<file path="src/rtl/led_strip_pattern_generator_assert.svh">
// Assertion macros used by the LED strip pattern generator RTL.
// Each macro expects signals named clk and rst_n in the including scope.
`ifndef LED_STRIP_PATTERN_GENERATOR_ASSERT_SVH
`define LED_STRIP_PATTERN_GENERATOR_ASSERT_SVH

// Same-cycle implication, disabled while reset is asserted.
`define LSPG_ASSERT_IMP(lbl, ante, cons, msg) \
    lbl: assert property (@(posedge clk) disable iff (!rst_n) (ante) |-> (cons)) \
        else $error(msg);

// Next-cycle implication, disabled while reset is asserted.
`define LSPG_ASSERT_NXT(lbl, ante, cons, msg) \
    lbl: assert property (@(posedge clk) disable iff (!rst_n) (ante) |=> (cons)) \
        else $error(msg);

`endif

</file>
<file path="src/rtl/lspg_pkg.sv">
// Package for the LED strip pattern generator: payload types, codes and constants.
// Used by every module of the block; depends on nothing.
`timescale 1ns / 1ps
`default_nettype none

package lspg_pkg;

    localparam int COLOR_W       = 24;
    localparam int LEVEL_W       = 8;
    localparam int FUNC_W        = 3;
    localparam int POS_W         = 7;
    localparam int LED_COUNT_DEF = 32;
    localparam int TAIL_LEN      = 5;

    // Pattern codes carried in the func field.
    localparam logic [FUNC_W-1:0] FUNC_IDLE    = 3'd0;
    localparam logic [FUNC_W-1:0] FUNC_STATIC  = 3'd1;
    localparam logic [FUNC_W-1:0] FUNC_BREATHE = 3'd2;
    localparam logic [FUNC_W-1:0] FUNC_RAINBOW = 3'd3;
    localparam logic [FUNC_W-1:0] FUNC_METEOR  = 3'd4;

    // Colour wheel phases.
    localparam logic [2:0] WHEEL_G_UP = 3'd0;
    localparam logic [2:0] WHEEL_R_DN = 3'd1;
    localparam logic [2:0] WHEEL_B_UP = 3'd2;
    localparam logic [2:0] WHEEL_G_DN = 3'd3;
    localparam logic [2:0] WHEEL_R_UP = 3'd4;
    localparam logic [2:0] WHEEL_B_DN = 3'd5;

    // Breathe phases.
    localparam logic [1:0] FADE_INIT = 2'd0;
    localparam logic [1:0] FADE_DOWN = 2'd1;
    localparam logic [1:0] FADE_UP   = 2'd2;

    localparam logic [LEVEL_W-1:0] LEVEL_MAX  = 8'd255;
    localparam logic [LEVEL_W-1:0] LEVEL_ZERO = 8'd0;
    localparam logic [LEVEL_W-1:0] RED_RESET  = 8'd25;

    // Meteor tail masks, brightest first after the head pixel.
    localparam logic [COLOR_W-1:0] MASK_T1 = 24'b001111110011111100111111;
    localparam logic [COLOR_W-1:0] MASK_T2 = 24'b000011110000111100001111;
    localparam logic [COLOR_W-1:0] MASK_T3 = 24'b000000110000001100000011;
    localparam logic [COLOR_W-1:0] MASK_T4 = 24'b000000010000000100000001;

    typedef struct packed {
        logic [FUNC_W-1:0]  func;
        logic [COLOR_W-1:0] color;
    } item_t;

    typedef struct packed {
        logic [COLOR_W-1:0] pixel_grb;
        logic               last_pixel;
    } pix_t;

    // Frame descriptor handed from the effect engine to the pixel sequencer.
    typedef struct packed {
        logic               launch;
        logic               meteor;
        logic [COLOR_W-1:0] color;
        logic [POS_W-1:0]   head;
    } frame_t;

endpackage

`default_nettype wire

</file>
<file path="src/rtl/lspg_effect.sv">
// Effect engine: holds the rainbow, breathe and meteor state and builds a frame descriptor.
// Depends on lspg_pkg.
`timescale 1ns / 1ps
`default_nettype none

module lspg_effect #(
    parameter int LED_COUNT = lspg_pkg::LED_COUNT_DEF
) (
    input  wire                  clk,
    input  wire                  rst_n,
    input  wire                  accept,
    input  lspg_pkg::item_t      item,
    output lspg_pkg::frame_t     frame
);
    import lspg_pkg::*;

    localparam logic [POS_W-1:0] WRAP = POS_W'(LED_COUNT + TAIL_LEN);

    logic [LEVEL_W-1:0] green_reg, green_next;
    logic [LEVEL_W-1:0] red_reg, red_next;
    logic [LEVEL_W-1:0] blue_reg, blue_next;
    logic [2:0]         wheel_reg, wheel_next;
    logic [1:0]         fade_reg, fade_next;
    logic [COLOR_W-1:0] target_reg, target_next;
    logic [POS_W-1:0]   tail_reg, tail_next;

    logic [LEVEL_W-1:0] tg, tr, tb;
    logic [LEVEL_W-1:0] fg, fr, fb;
    logic [1:0]         fph;
    logic [COLOR_W-1:0] ftgt;
    logic [POS_W-1:0]   head;

    assign tg = target_reg[23:16];
    assign tr = target_reg[15:8];
    assign tb = target_reg[7:0];
    assign head = (tail_reg > WRAP) ? WRAP : tail_reg;

    // Breathe step, before the colour-change check.
    always_comb
    begin
        fg   = green_reg;
        fr   = red_reg;
        fb   = blue_reg;
        fph  = fade_reg;
        ftgt = target_reg;
        case (fade_reg)
            FADE_DOWN:
            begin
                if (green_reg == LEVEL_ZERO && red_reg == LEVEL_ZERO && blue_reg == LEVEL_ZERO)
                begin
                    fph = FADE_UP;
                end
                else
                begin
                    if (green_reg != LEVEL_ZERO) fg = green_reg - 8'd1;
                    if (red_reg != LEVEL_ZERO)   fr = red_reg - 8'd1;
                    if (blue_reg != LEVEL_ZERO)  fb = blue_reg - 8'd1;
                end
            end
            FADE_UP:
            begin
                if (green_reg == tg && red_reg == tr && blue_reg == tb)
                begin
                    fph = FADE_DOWN;
                end
                else
                begin
                    if (green_reg != tg) fg = green_reg + 8'd1;
                    if (red_reg != tr)   fr = red_reg + 8'd1;
                    if (blue_reg != tb)  fb = blue_reg + 8'd1;
                end
            end
            default:
            begin
                ftgt = item.color;
                fg   = item.color[23:16];
                fr   = item.color[15:8];
                fb   = item.color[7:0];
                fph  = FADE_DOWN;
            end
        endcase
        if (item.color != ftgt)
        begin
            fph = FADE_INIT;
        end
    end

    always_comb
    begin
        green_next  = green_reg;
        red_next    = red_reg;
        blue_next   = blue_reg;
        wheel_next  = wheel_reg;
        fade_next   = fade_reg;
        target_next = target_reg;
        tail_next   = tail_reg;
        frame.launch = 1'b0;
        frame.meteor = 1'b0;
        frame.color  = item.color;
        frame.head   = head;
        if (accept)
        begin
            case (item.func)
                FUNC_STATIC:
                begin
                    frame.launch = 1'b1;
                end
                FUNC_BREATHE:
                begin
                    frame.launch = 1'b1;
                    green_next   = fg;
                    red_next     = fr;
                    blue_next    = fb;
                    fade_next    = fph;
                    target_next  = ftgt;
                    frame.color  = {fg, fr, fb};
                end
                FUNC_RAINBOW:
                begin
                    frame.launch = 1'b1;
                    frame.color  = {green_reg, red_reg, blue_reg};
                    case (wheel_reg)
                        WHEEL_G_UP:
                            if (green_reg == LEVEL_MAX) wheel_next = WHEEL_R_DN;
                            else green_next = green_reg + 8'd1;
                        WHEEL_R_DN:
                            if (red_reg == LEVEL_ZERO) wheel_next = WHEEL_B_UP;
                            else red_next = red_reg - 8'd1;
                        WHEEL_B_UP:
                            if (blue_reg == LEVEL_MAX) wheel_next = WHEEL_G_DN;
                            else blue_next = blue_reg + 8'd1;
                        WHEEL_G_DN:
                            if (green_reg == LEVEL_ZERO) wheel_next = WHEEL_R_UP;
                            else green_next = green_reg - 8'd1;
                        WHEEL_R_UP:
                            if (red_reg == LEVEL_MAX) wheel_next = WHEEL_B_DN;
                            else red_next = red_reg + 8'd1;
                        WHEEL_B_DN:
                            if (blue_reg == LEVEL_ZERO) wheel_next = WHEEL_G_UP;
                            else blue_next = blue_reg - 8'd1;
                        default:
                            wheel_next = WHEEL_G_UP;
                    endcase
                end
                FUNC_METEOR:
                begin
                    frame.launch = 1'b1;
                    frame.meteor = 1'b1;
                    tail_next    = (head >= WRAP) ? '0 : head + 7'd1;
                end
                default:
                begin
                end
            endcase
        end
    end

    always_ff @(posedge clk or negedge rst_n)
    begin
        if (!rst_n)
        begin
            green_reg  <= LEVEL_ZERO;
            red_reg    <= RED_RESET;
            blue_reg   <= LEVEL_ZERO;
            wheel_reg  <= WHEEL_G_UP;
            fade_reg   <= FADE_INIT;
            target_reg <= '0;
            tail_reg   <= '0;
        end
        else
        begin
            green_reg  <= green_next;
            red_reg    <= red_next;
            blue_reg   <= blue_next;
            wheel_reg  <= wheel_next;
            fade_reg   <= fade_next;
            target_reg <= target_next;
            tail_reg   <= tail_next;
        end
    end

endmodule

`default_nettype wire

</file>
<file path="src/rtl/lspg_pixel.sv">
// Pixel sequencer: holds one frame descriptor and sends its pixels through an output register.
// Depends on lspg_pkg and the assertion macro header.
`timescale 1ns / 1ps
`default_nettype none
`include "led_strip_pattern_generator_assert.svh"

module lspg_pixel #(
    parameter int LED_COUNT = lspg_pkg::LED_COUNT_DEF
) (
    input  wire                  clk,
    input  wire                  rst_n,
    input  lspg_pkg::frame_t     frame,
    output logic                 busy_stall,
    output logic                 pix_valid,
    input  wire                  pix_stall,
    output lspg_pkg::pix_t       pix
);
    import lspg_pkg::*;

    localparam int CNT_W = (LED_COUNT > 1) ? $clog2(LED_COUNT) : 1;
    localparam int IDX_W = $clog2(2 * LED_COUNT + TAIL_LEN + 1);
    localparam logic [CNT_W-1:0] CNT_LAST = CNT_W'(LED_COUNT - 1);
    localparam logic [IDX_W-1:0] IDX_HEAD = IDX_W'(LED_COUNT);
    localparam logic [IDX_W-1:0] IDX_WRAP = IDX_W'(LED_COUNT + TAIL_LEN);

    logic               busy_reg;
    logic               meteor_reg;
    logic [COLOR_W-1:0] color_reg;
    logic [POS_W-1:0]   head_reg;
    logic [CNT_W-1:0]   cnt_reg;
    logic               pix_valid_reg;
    pix_t               pix_reg, pix_next;

    logic               adv;
    logic               cnt_last;
    logic [IDX_W-1:0]   idx;
    logic [2:0]         tail_off;

    assign adv        = busy_reg && (!pix_valid_reg || !pix_stall);
    assign cnt_last   = (cnt_reg == CNT_LAST);
    assign busy_stall = busy_reg && !(adv && cnt_last);
    assign idx        = IDX_W'(head_reg) + IDX_W'(cnt_reg);
    assign tail_off   = 3'(idx - IDX_HEAD);

    always_comb
    begin
        pix_next.last_pixel = cnt_last;
        pix_next.pixel_grb  = color_reg;
        if (meteor_reg)
        begin
            if (idx >= IDX_HEAD && idx < IDX_WRAP)
            begin
                case (tail_off)
                    3'd0:    pix_next.pixel_grb = color_reg;
                    3'd1:    pix_next.pixel_grb = color_reg & MASK_T1;
                    3'd2:    pix_next.pixel_grb = color_reg & MASK_T2;
                    3'd3:    pix_next.pixel_grb = color_reg & MASK_T3;
                    default: pix_next.pixel_grb = color_reg & MASK_T4;
                endcase
            end
            else
            begin
                pix_next.pixel_grb = '0;
            end
        end
    end

    always_ff @(posedge clk or negedge rst_n)
    begin
        if (!rst_n)
        begin
            busy_reg      <= 1'b0;
            cnt_reg       <= '0;
            pix_valid_reg <= 1'b0;
        end
        else
        begin
            if (adv)
            begin
                pix_valid_reg <= 1'b1;
            end
            else if (!pix_stall)
            begin
                pix_valid_reg <= 1'b0;
            end

            if (frame.launch)
            begin
                busy_reg <= 1'b1;
                cnt_reg  <= '0;
            end
            else if (adv)
            begin
                if (cnt_last)
                begin
                    busy_reg <= 1'b0;
                end
                cnt_reg <= cnt_reg + CNT_W'(1);
            end
        end
    end

    always_ff @(posedge clk)
    begin
        if (frame.launch)
        begin
            meteor_reg <= frame.meteor;
            color_reg  <= frame.color;
            head_reg   <= frame.head;
        end
        if (adv)
        begin
            pix_reg <= pix_next;
        end
    end

    assign pix_valid = pix_valid_reg;
    assign pix       = pix_reg;

    `LSPG_ASSERT_IMP(a_launch_free, frame.launch, !busy_reg || (adv && cnt_last), "frame launched over a busy frame")
    `LSPG_ASSERT_NXT(a_last_marked, adv && cnt_last, pix_valid_reg && pix_reg.last_pixel, "last pixel not marked")
    `LSPG_ASSERT_NXT(a_mid_unmarked, adv && !cnt_last, pix_valid_reg && !pix_reg.last_pixel, "early last pixel")
    `LSPG_ASSERT_IMP(a_head_range, busy_reg && meteor_reg, IDX_W'(head_reg) <= IDX_WRAP, "meteor head beyond wrap")

endmodule

`default_nettype wire

</file>
<file path="src/rtl/led_strip_pattern_generator.sv">
// Top level of the LED strip pattern generator: effect engine plus pixel sequencer.
// Depends on lspg_pkg, lspg_effect and lspg_pixel.
`timescale 1ns / 1ps
`default_nettype none

// Usage.
// The item channel (item_valid, item_stall, item) carries one frame tick: a pattern
// code and a GRB colour. A transfer happens at a rising edge with item_valid high
// and item_stall low. Idle and unused codes produce no pixels and change nothing.
// Every other code produces one frame of LED_COUNT pixels on the pix channel
// (pix_valid, pix_stall, pix), one transfer per pixel, the final one flagged by
// last_pixel.
// The first pixel of a frame enters the output register after its tick has been
// latched into the sequencer's frame registers. Throughput: one pixel per cycle
// while pix_stall is low. A new tick is taken in the same cycle as the previous
// frame's last pixel enters the output register, so frames follow each other
// without a gap.
// When the receiver holds pix_stall, the pixel in the output register stays put,
// the pixel counter pauses and item_stall stays high until the frame completes.
// Reset clears the wheel to its starting colour (dim red), the breathe phase,
// its target and the meteor position, and drops any frame in progress.

module led_strip_pattern_generator #(
    parameter int LED_COUNT = lspg_pkg::LED_COUNT_DEF
) (
    input  wire                  clk,
    input  wire                  rst_n,
    input  wire                  item_valid,
    output logic                 item_stall,
    input  lspg_pkg::item_t      item,
    output logic                 pix_valid,
    input  wire                  pix_stall,
    output lspg_pkg::pix_t       pix
);
    import lspg_pkg::*;

    logic   accept;
    frame_t frame;

    // A tick is transferred whenever the sequencer can take a new frame.
    assign accept = item_valid && !item_stall;

    lspg_effect #(
        .LED_COUNT (LED_COUNT)
    ) u_effect (
        .clk    (clk),
        .rst_n  (rst_n),
        .accept (accept),
        .item   (item),
        .frame  (frame)
    );

    lspg_pixel #(
        .LED_COUNT (LED_COUNT)
    ) u_pixel (
        .clk        (clk),
        .rst_n      (rst_n),
        .frame      (frame),
        .busy_stall (item_stall),
        .pix_valid  (pix_valid),
        .pix_stall  (pix_stall),
        .pix        (pix)
    );

endmodule

`default_nettype wire
</file>
<file path="config.mk">
export PLATFORM = sky130hd
export DESIGN_NAME = led_strip_pattern_generator
export DESIGN_NICKNAME = d
export VERILOG_FILES = /design/src/rtl/lspg_pkg.sv /design/src/rtl/lspg_effect.sv /design/src/rtl/lspg_pixel.sv /design/src/rtl/led_strip_pattern_generator.sv
export VERILOG_INCLUDE_DIRS = /design/src /design/src/rtl
export SDC_FILE = /design/constraint.sdc
export NUM_CORES = 1
export LEC_CHECK = 0
export BUFFER_PORTS_ARGS = -buffer_cell sky130_fd_sc_hd__clkbuf_2
export CORE_AREA = 2 2 150 152
export CTS_CLUSTER_SIZE = 12
export DETAILED_ROUTE_END_ITERATION = 10
export DIE_AREA = 0 0 152 154
export HOLD_SLACK_MARGIN = 0.15
export PLACE_DENSITY = 0.53
export SETUP_SLACK_MARGIN = 0.05
export SYNTH_ARGS = -nofsm -noshare
export SYNTH_HDL_FRONTEND = slang
export SYNTH_SLANG_ARGS = --single-unit
</file>
<file path="constraint.sdc">
create_clock -name clk -period 8.2 [get_ports clk]
set_input_delay 0.82 -clock clk [delete_from_list [all_inputs] [get_ports clk]]
set_output_delay 0.82 -clock clk [all_outputs]
set_load 0.05 [all_outputs]
</file>
# --- After elaboration in Yosys (flattened, before gate mapping) ---
# Cells that the tools add are included.
totals:
  regBits: 124
  in_bits: 31
  output_inout_bits: 27
  elab_cells: 162
classes:
  addsub: 10
  magnitude_cmp: 4
  eq_ne: 43
  n_mux: 55
  reduce_logical: 35
op_table:
  columns: ["operator", "n"]
  rows:
  - ["$mux 8", 18]
  - ["$pmux 8 s2", 9]
  - ["$pmux 24 s4", 1]
  - ["$mux 24", 3]
  - ["$pmux 24 s2", 1]
  - ["$ne 3x3->1 const B", 9]
  - ["$mux 26", 1]
  - ["$add 8x1->8 const B", 3]
  - ["$eq 8x8->1", 3]
  - ["$eq 8x8->1 const B", 3]
  - ["$logic_not 8->1", 3]
  - ["$ne 24x24->1", 1]
  - ["$ne 8x8->1", 3]
  - ["$reduce_bool 8->1", 3]
  - ["$sub 8x1->8 const B", 3]
  - ["$eq 3x2->1 const B", 6]
  - ["$mux 3", 6]
  - ["$pmux 3 s6", 1]
  - ["$reduce_and 5->1", 3]
  - ["$ge 7x6->1 const B", 2]
  - ["$mux 7", 2]
  - ["$ne 2x1->1 const B", 7]
  - ["$mux 5", 2]
  - ["$eq 3x1->1 const B", 3]
  - ["other kinds (24)", 51]

# --- Logic depth before layout (Yosys ltp) ---
depth:
  ltp_word: 11
  depth_mapped: 10
  ltp_nobuf: 10

# --- Hierarchy ---
# A second synthesis with hierarchy kept.
hier_totals:
  hier_cells: 979
  hier_area_um2: 8894.8
modules_own_cells:
  columns: ["module", "n_inst", "cells_per_inst", "area_per_inst_um2", "seq_area_each_um2"]
  rows:
  - ["lspg_effect", 1, 773, 5913.2, 1505.2]
  - ["lspg_pixel", 1, 205, 2967.8, 1886.8]
  - ["led_strip_pattern_generator", 1, 1, 13.8, 0.0]

# --- Worst setup path after synthesis ---
# No wires, ideal clock.
synth_path:
  kind: "input -> register"
  startpoint: "in item[24] (netlist bit)"
  endpoint: "reg u_pixel.color_reg[0] (enable)"
  setup_ps: 428
  arrival_ps: 2940
  t_required_ps: 7772
  path_slack_ps: 4831
  stages: 6
  path_buffers: 2
  cell_sequence: "buf_2 clkbuf_1 nor2_1 nor2_1 nor2_1 nor2_1"
synth_lines:
  columns: ["element", "line_no", "rtl"]
  rows:
  - ["from (decl)", "led_strip_pattern_generator.sv:30", "input lspg_pkg::item_t item,"]
  - ["to (signal assigned)", "lspg_pixel.sv:108", "color_reg <= frame.color;"]
  - ["to (decl)", "lspg_pixel.sv:28", "logic [COLOR_W-1:0] color_reg;"]

# --- Worst setup path in the final report ---
layout_path:
  startpoint: "reg u_pixel.cnt_reg[0]"
  endpoint: "reg u_effect.target_reg[9]"
layout_via:
  elab_chain_len: 7
layout_rtl:
  columns: ["element", "line_no", "rtl"]
  rows:
  - ["from (decl)", "lspg_pixel.sv:30", "logic [CNT_W-1:0] cnt_reg;"]
  - ["from (signal assigned)", "lspg_pixel.sv:98", "cnt_reg <= cnt_reg + CNT_W'(1);"]
  - ["$eq 5x5->1", "lspg_pixel.sv:40", "assign cnt_last = (cnt_reg == CNT_LAST);"]
  - ["named net u_pixel.cnt_last", "lspg_pixel.sv:35", "logic cnt_last;"]
  - ["$logic_and 1x1->1", "lspg_pixel.sv:41", "assign busy_stall = busy_reg && !(adv && cnt_last);"]
  - ["$logic_not 1->1", "lspg_pixel.sv:41", null]
  - ["$logic_and 1x1->1", "lspg_pixel.sv:41", null]
  - ["$logic_not 1->1", "led_strip_pattern_generator.sv:41", "assign accept = item_valid && !item_stall;"]
  - ["$logic_and 1x1->1", "led_strip_pattern_generator.sv:41", null]
  - ["$reduce_and 2->1 (no source line)", null, null]
  - ["to (signal assigned)", "lspg_effect.sv:177", "target_reg <= target_next;"]
  - ["to (decl)", "lspg_effect.sv:24", "logic [COLOR_W-1:0] target_reg, target_next;"]
# The timed path passes the listed nets, and every way through them passes these cells.
# A chain may end at the register's enable or synchronous reset.

==> impl_metrics.json <==
{
  "outcome": "finished, final reports clean",
  "clock_tree.buffer_depth": 2,
  "leakage_nw": 3.78,
  "final_layout_net_count": 1029,
  "holdBufCountCts": 0,
  "core_area_um2": 21700,
  "worst-r2r-setup-slack_ns": 5.17,
  "number_of_antenna_violations_at_the_first_check_in_global_routing": 0,
  "timing.hold.ws_ns": 0.533,
  "slowest_delay_ns": 0.47,
  "worstHoldPathType": "flop to flop",
  "largest_register_ff_count": 25,
  "totalNegativeSetupSlack_ns": 0,
  "preCtsSetupSlack_ns": 5.04,
  "synth_top_cells_by_area": "sky130_fd_sc_hd__edfxtp_1 (20%), sky130_fd_sc_hd__dfrtp_1 (19%), sky130_fd_sc_hd__xnor2_1 (5.8%)",
  "async_flop_share": 0.540,
  "final-hold-violation-count": 0,
  "worstSetupEndpointType": "flop",
  "clkTransAtPathRegs_ns": 0.06,
  "io_buffer_count": 57,
  "unrepaired_setup_endpoints_after_global_routing": "no",
  "slew_headroom": 0.239,
  "count_of_flip_flops_with_a_built_in_enable_after_synthesis": 57,
  "post_synth_num_cell_types": 87,
  "setup_ws_ns": 5.17,
  "yosys_warnings": 0,
  "power_density_nw_per_um2": 280,
  "clock_insertion_delay_worst_skew_ns": 0.42,
  "post_synth_instance_area_um2": 8640,
  "min_period_over_period": 0.369,
  "post_cts_resize_count": 0,
  "crit_slowest_cell": "sky130_fd_sc_hd__buf_4",
  "max-cap-violations": 0,
  "share_of_final_layout_standard_cells_stronger_than_drive_strength_1": 0.122,
  "crit_arrival_ns": 3.33,
  "tritoncts.num_buffers": 17,
  "drtIter0Drc": 847,
  "initial_core_util": 0.398,
  "pin_count": 58,
  "post-place-cells": 1240,
  "synth_top_cells_by_count": "sky130_fd_sc_hd__nand2_1 (78), sky130_fd_sc_hd__nor2_1 (72), sky130_fd_sc_hd__dfrtp_1 (64)",
  "rows": 54,
  "ys_seq_elements": 124,
  "syn-instance-count": 959,
  "postRouteAntennaNets": 0,
  "worst_clock_skew_ns": 0.0120,
  "synth-main-ff-cell": "sky130_fd_sc_hd__dfrtp_1",
  "largest_net_degree_at_the_start_of_global_routing": 68,
  "die_height_um": 154,
  "h-tree-depth": 4,
  "track_usage": 0.235,
  "clock_tree.root_cell": "sky130_fd_sc_hd__clkbuf_16",
  "syn_area_per_cell_um2": 9.01,
  "post-dp-hpwl_mm": 19.0,
  "cts_tree": "built",
  "drt-wirelength-per-cell_um": 21.5,
  "path_cells": "ha_1 -> and3_1 -> ha_1 -> a21boi_1 -> o211ai_1 -> buf_4 -> nor2_2 -> nand2_1 -> buf_4 -> mux2_1",
  "gp_congestion": 0.904,
  "yosys.cell_count.top_type": "sky130_fd_sc_hd__nand2_1",
  "globalRouteOverflowTotal": 0,
  "fraction_of_synthesized_cell_area_taken_by_the_top_area_cell_type": 0.198,
  "max_slew.worst_pin.slew_ns": 1.14,
  "post-cts-setup-buffers": 0,
  "fillerInstances": 2107,
  "post_drt_via_cell_ratio": 6.00,
  "stdcell_area_um2": 9680,
  "area_delta_synth_final_pct": 12.1,
  "routed_wl_mm": 27.4,
  "route.vias.total": 7627,
  "vdd.ir_drop.worst_mv": 0.134,
  "instances_no_fill": 1272,
  "cts_num_sinks": 124,
  "place_area_um2": 9120,
  "syn_nets": 1009,
  "die_area_um2": 23400,
  "cp_data_required_time_ns": 8.50,
  "seq_area_frac_synth": 0.393,
  "slew_viol_final": 0,
  "die_w_um": 152,
  "post-route-min-period_ns": 3.03,
  "netlist.top_cell.by_area": "sky130_fd_sc_hd__edfxtp_1",
  "launching_element_type_of_the_critical_path": "flop",
  "wire_length_of_the_first_global_routing_pass_mm": 42.8,
  "worst-path-max-fanout": 40,
  "dr.pass1.iters": 5,
  "antenna_cells_inserted": 0,
  "via_count_of_the_first_global_routing_pass": 7227,
  "crit_type": "flop to flop",
  "finalSetupViolations": 0,
  "drc_errors": 0,
  "clock.fmax_mhz": 330
}
[final timing paths]
kind,startpoint,to,depth (start not counted)
max,u_pixel.cnt_reg[0],u_effect.target_reg[9],10
min,u_pixel.color_reg[19],u_pixel.pix[20],1
max reg2reg,u_pixel.cnt_reg[0],u_effect.target_reg[9],10
min reg2reg,u_pixel.color_reg[19],u_pixel.pix[20],1
max in group asynchronous,rst_n,u_effect.tail_reg[6],1
min in group asynchronous,rst_n,u_effect.target_reg[12],1
[routing by layer]
| layer | up-vias | share of wire | track usage |
|---|---|---|---|
| li1 | 3603 | - | - |
| met1 | 3613 | 0.46 | 0.346 |
| met2 | 359 | 0.44 | 0.354 |
| met3 | 52 | 0.068 | 0.0307 |
| met4 | 0 | 0.024 | 0.0846 |
| met5 | - | 0 | 0 |
[layout make-up]
type | count | area [um2] | area share
inverter | 39 | 146 | 0.0151
multi-input combinational | 728 | 4860 | 0.501
sequential | 124 | 3390 | 0.350
clock buffer | 19 | 443 | 0.0457
clock inverter | 13 | 118 | 0.0121
timing repair buffer | 69 | 378 | 0.0390
tap | 280 | 350 | 0.0362
[critical path: cells and delay by family (launching register included)]
family | cells | cell delay [ns]
AND/OR/NAND/NOR | 3 | 0.44
multiplexers | 1 | 0.37
adder cells (fa/ha/maj) | 2 | 0.47
buffers and inverters | 2 | 0.86
AO/OA/AOI/OAI | 2 | 0.33
flip-flops | 1 | 0.43
[stage by stage]
| step | utilization | total power [mW] |
|---|---|---|
| 6_report | 0.446 | 2.71 |
| 5_1_grt | 0.446 | 2.87 |
| 3_5_place_dp | 0.421 | 1.98 |
| 4_1_cts | 0.446 | 2.71 |
| 2_1_floorplan | - | 1.68 |
| 3_3_place_gp | 0.421 | 1.98 |
[logic make-up (layout without fill, tap and decap cells)]
group,Yosys count,after routing,share of synthesized area
DFF,124,124,0.393
AOI/OAI and AO/OA,273,273,0.216
muxes,37,37,0.0459
xor gates and xnor gates,66,66,0.0669
adders and majority gates,19,19,0.0284
and+or+nand+nor,332,332,0.202
other,1,1,0.000434
buffers and inverters,107,140,0.0482
[power by group]
group	total (mW)	internal (mW)	leakage (nW)	switching, mW
clock network	0.725	0.425	0.263	0.299
registers	0.923	0.749	1.39	0.174
logic	1.07	0.375	2.12	0.691
total	2.71	1.55	3.78	1.17
[layout by cell type (no fill, tap or decap), types with 8 or more instances in the layout]
cell and instances:
sky130_fd_sc_hd__edfxtp_1 57, sky130_fd_sc_hd__clkbuf_16 17, sky130_fd_sc_hd__ha_1 18, sky130_fd_sc_hd__a21o_1 9
sky130_fd_sc_hd__xnor2_1 57, sky130_fd_sc_hd__clkbuf_2 56, sky130_fd_sc_hd__xor2_1 9, sky130_fd_sc_hd__o311ai_1 8
sky130_fd_sc_hd__o22ai_1 8, sky130_fd_sc_hd__and4_1 8, sky130_fd_sc_hd__nor2_1 71, sky130_fd_sc_hd__a31oi_1 12
sky130_fd_sc_hd__a21oi_1 56, sky130_fd_sc_hd__mux2i_1 16, sky130_fd_sc_hd__nand4_1 17, sky130_fd_sc_hd__inv_1 39
sky130_fd_sc_hd__mux2_1 19, sky130_fd_sc_hd__nor4_1 12, sky130_fd_sc_hd__nor3_1 22, sky130_fd_sc_hd__and3_1 10
sky130_fd_sc_hd__nand2b_1 16, sky130_fd_sc_hd__dfrtp_1 64, sky130_fd_sc_hd__nand2_1 78, sky130_fd_sc_hd__nand3_1 25
sky130_fd_sc_hd__nor2b_1 26, sky130_fd_sc_hd__o31ai_1 11, sky130_fd_sc_hd__buf_4 13, sky130_fd_sc_hd__o21ai_1 28
sky130_fd_sc_hd__a211oi_1 10, sky130_fd_sc_hd__a31o_1 8, sky130_fd_sc_hd__o21ai_0 36, sky130_fd_sc_hd__and2_1 11
(Power assumes the default switching activity.)
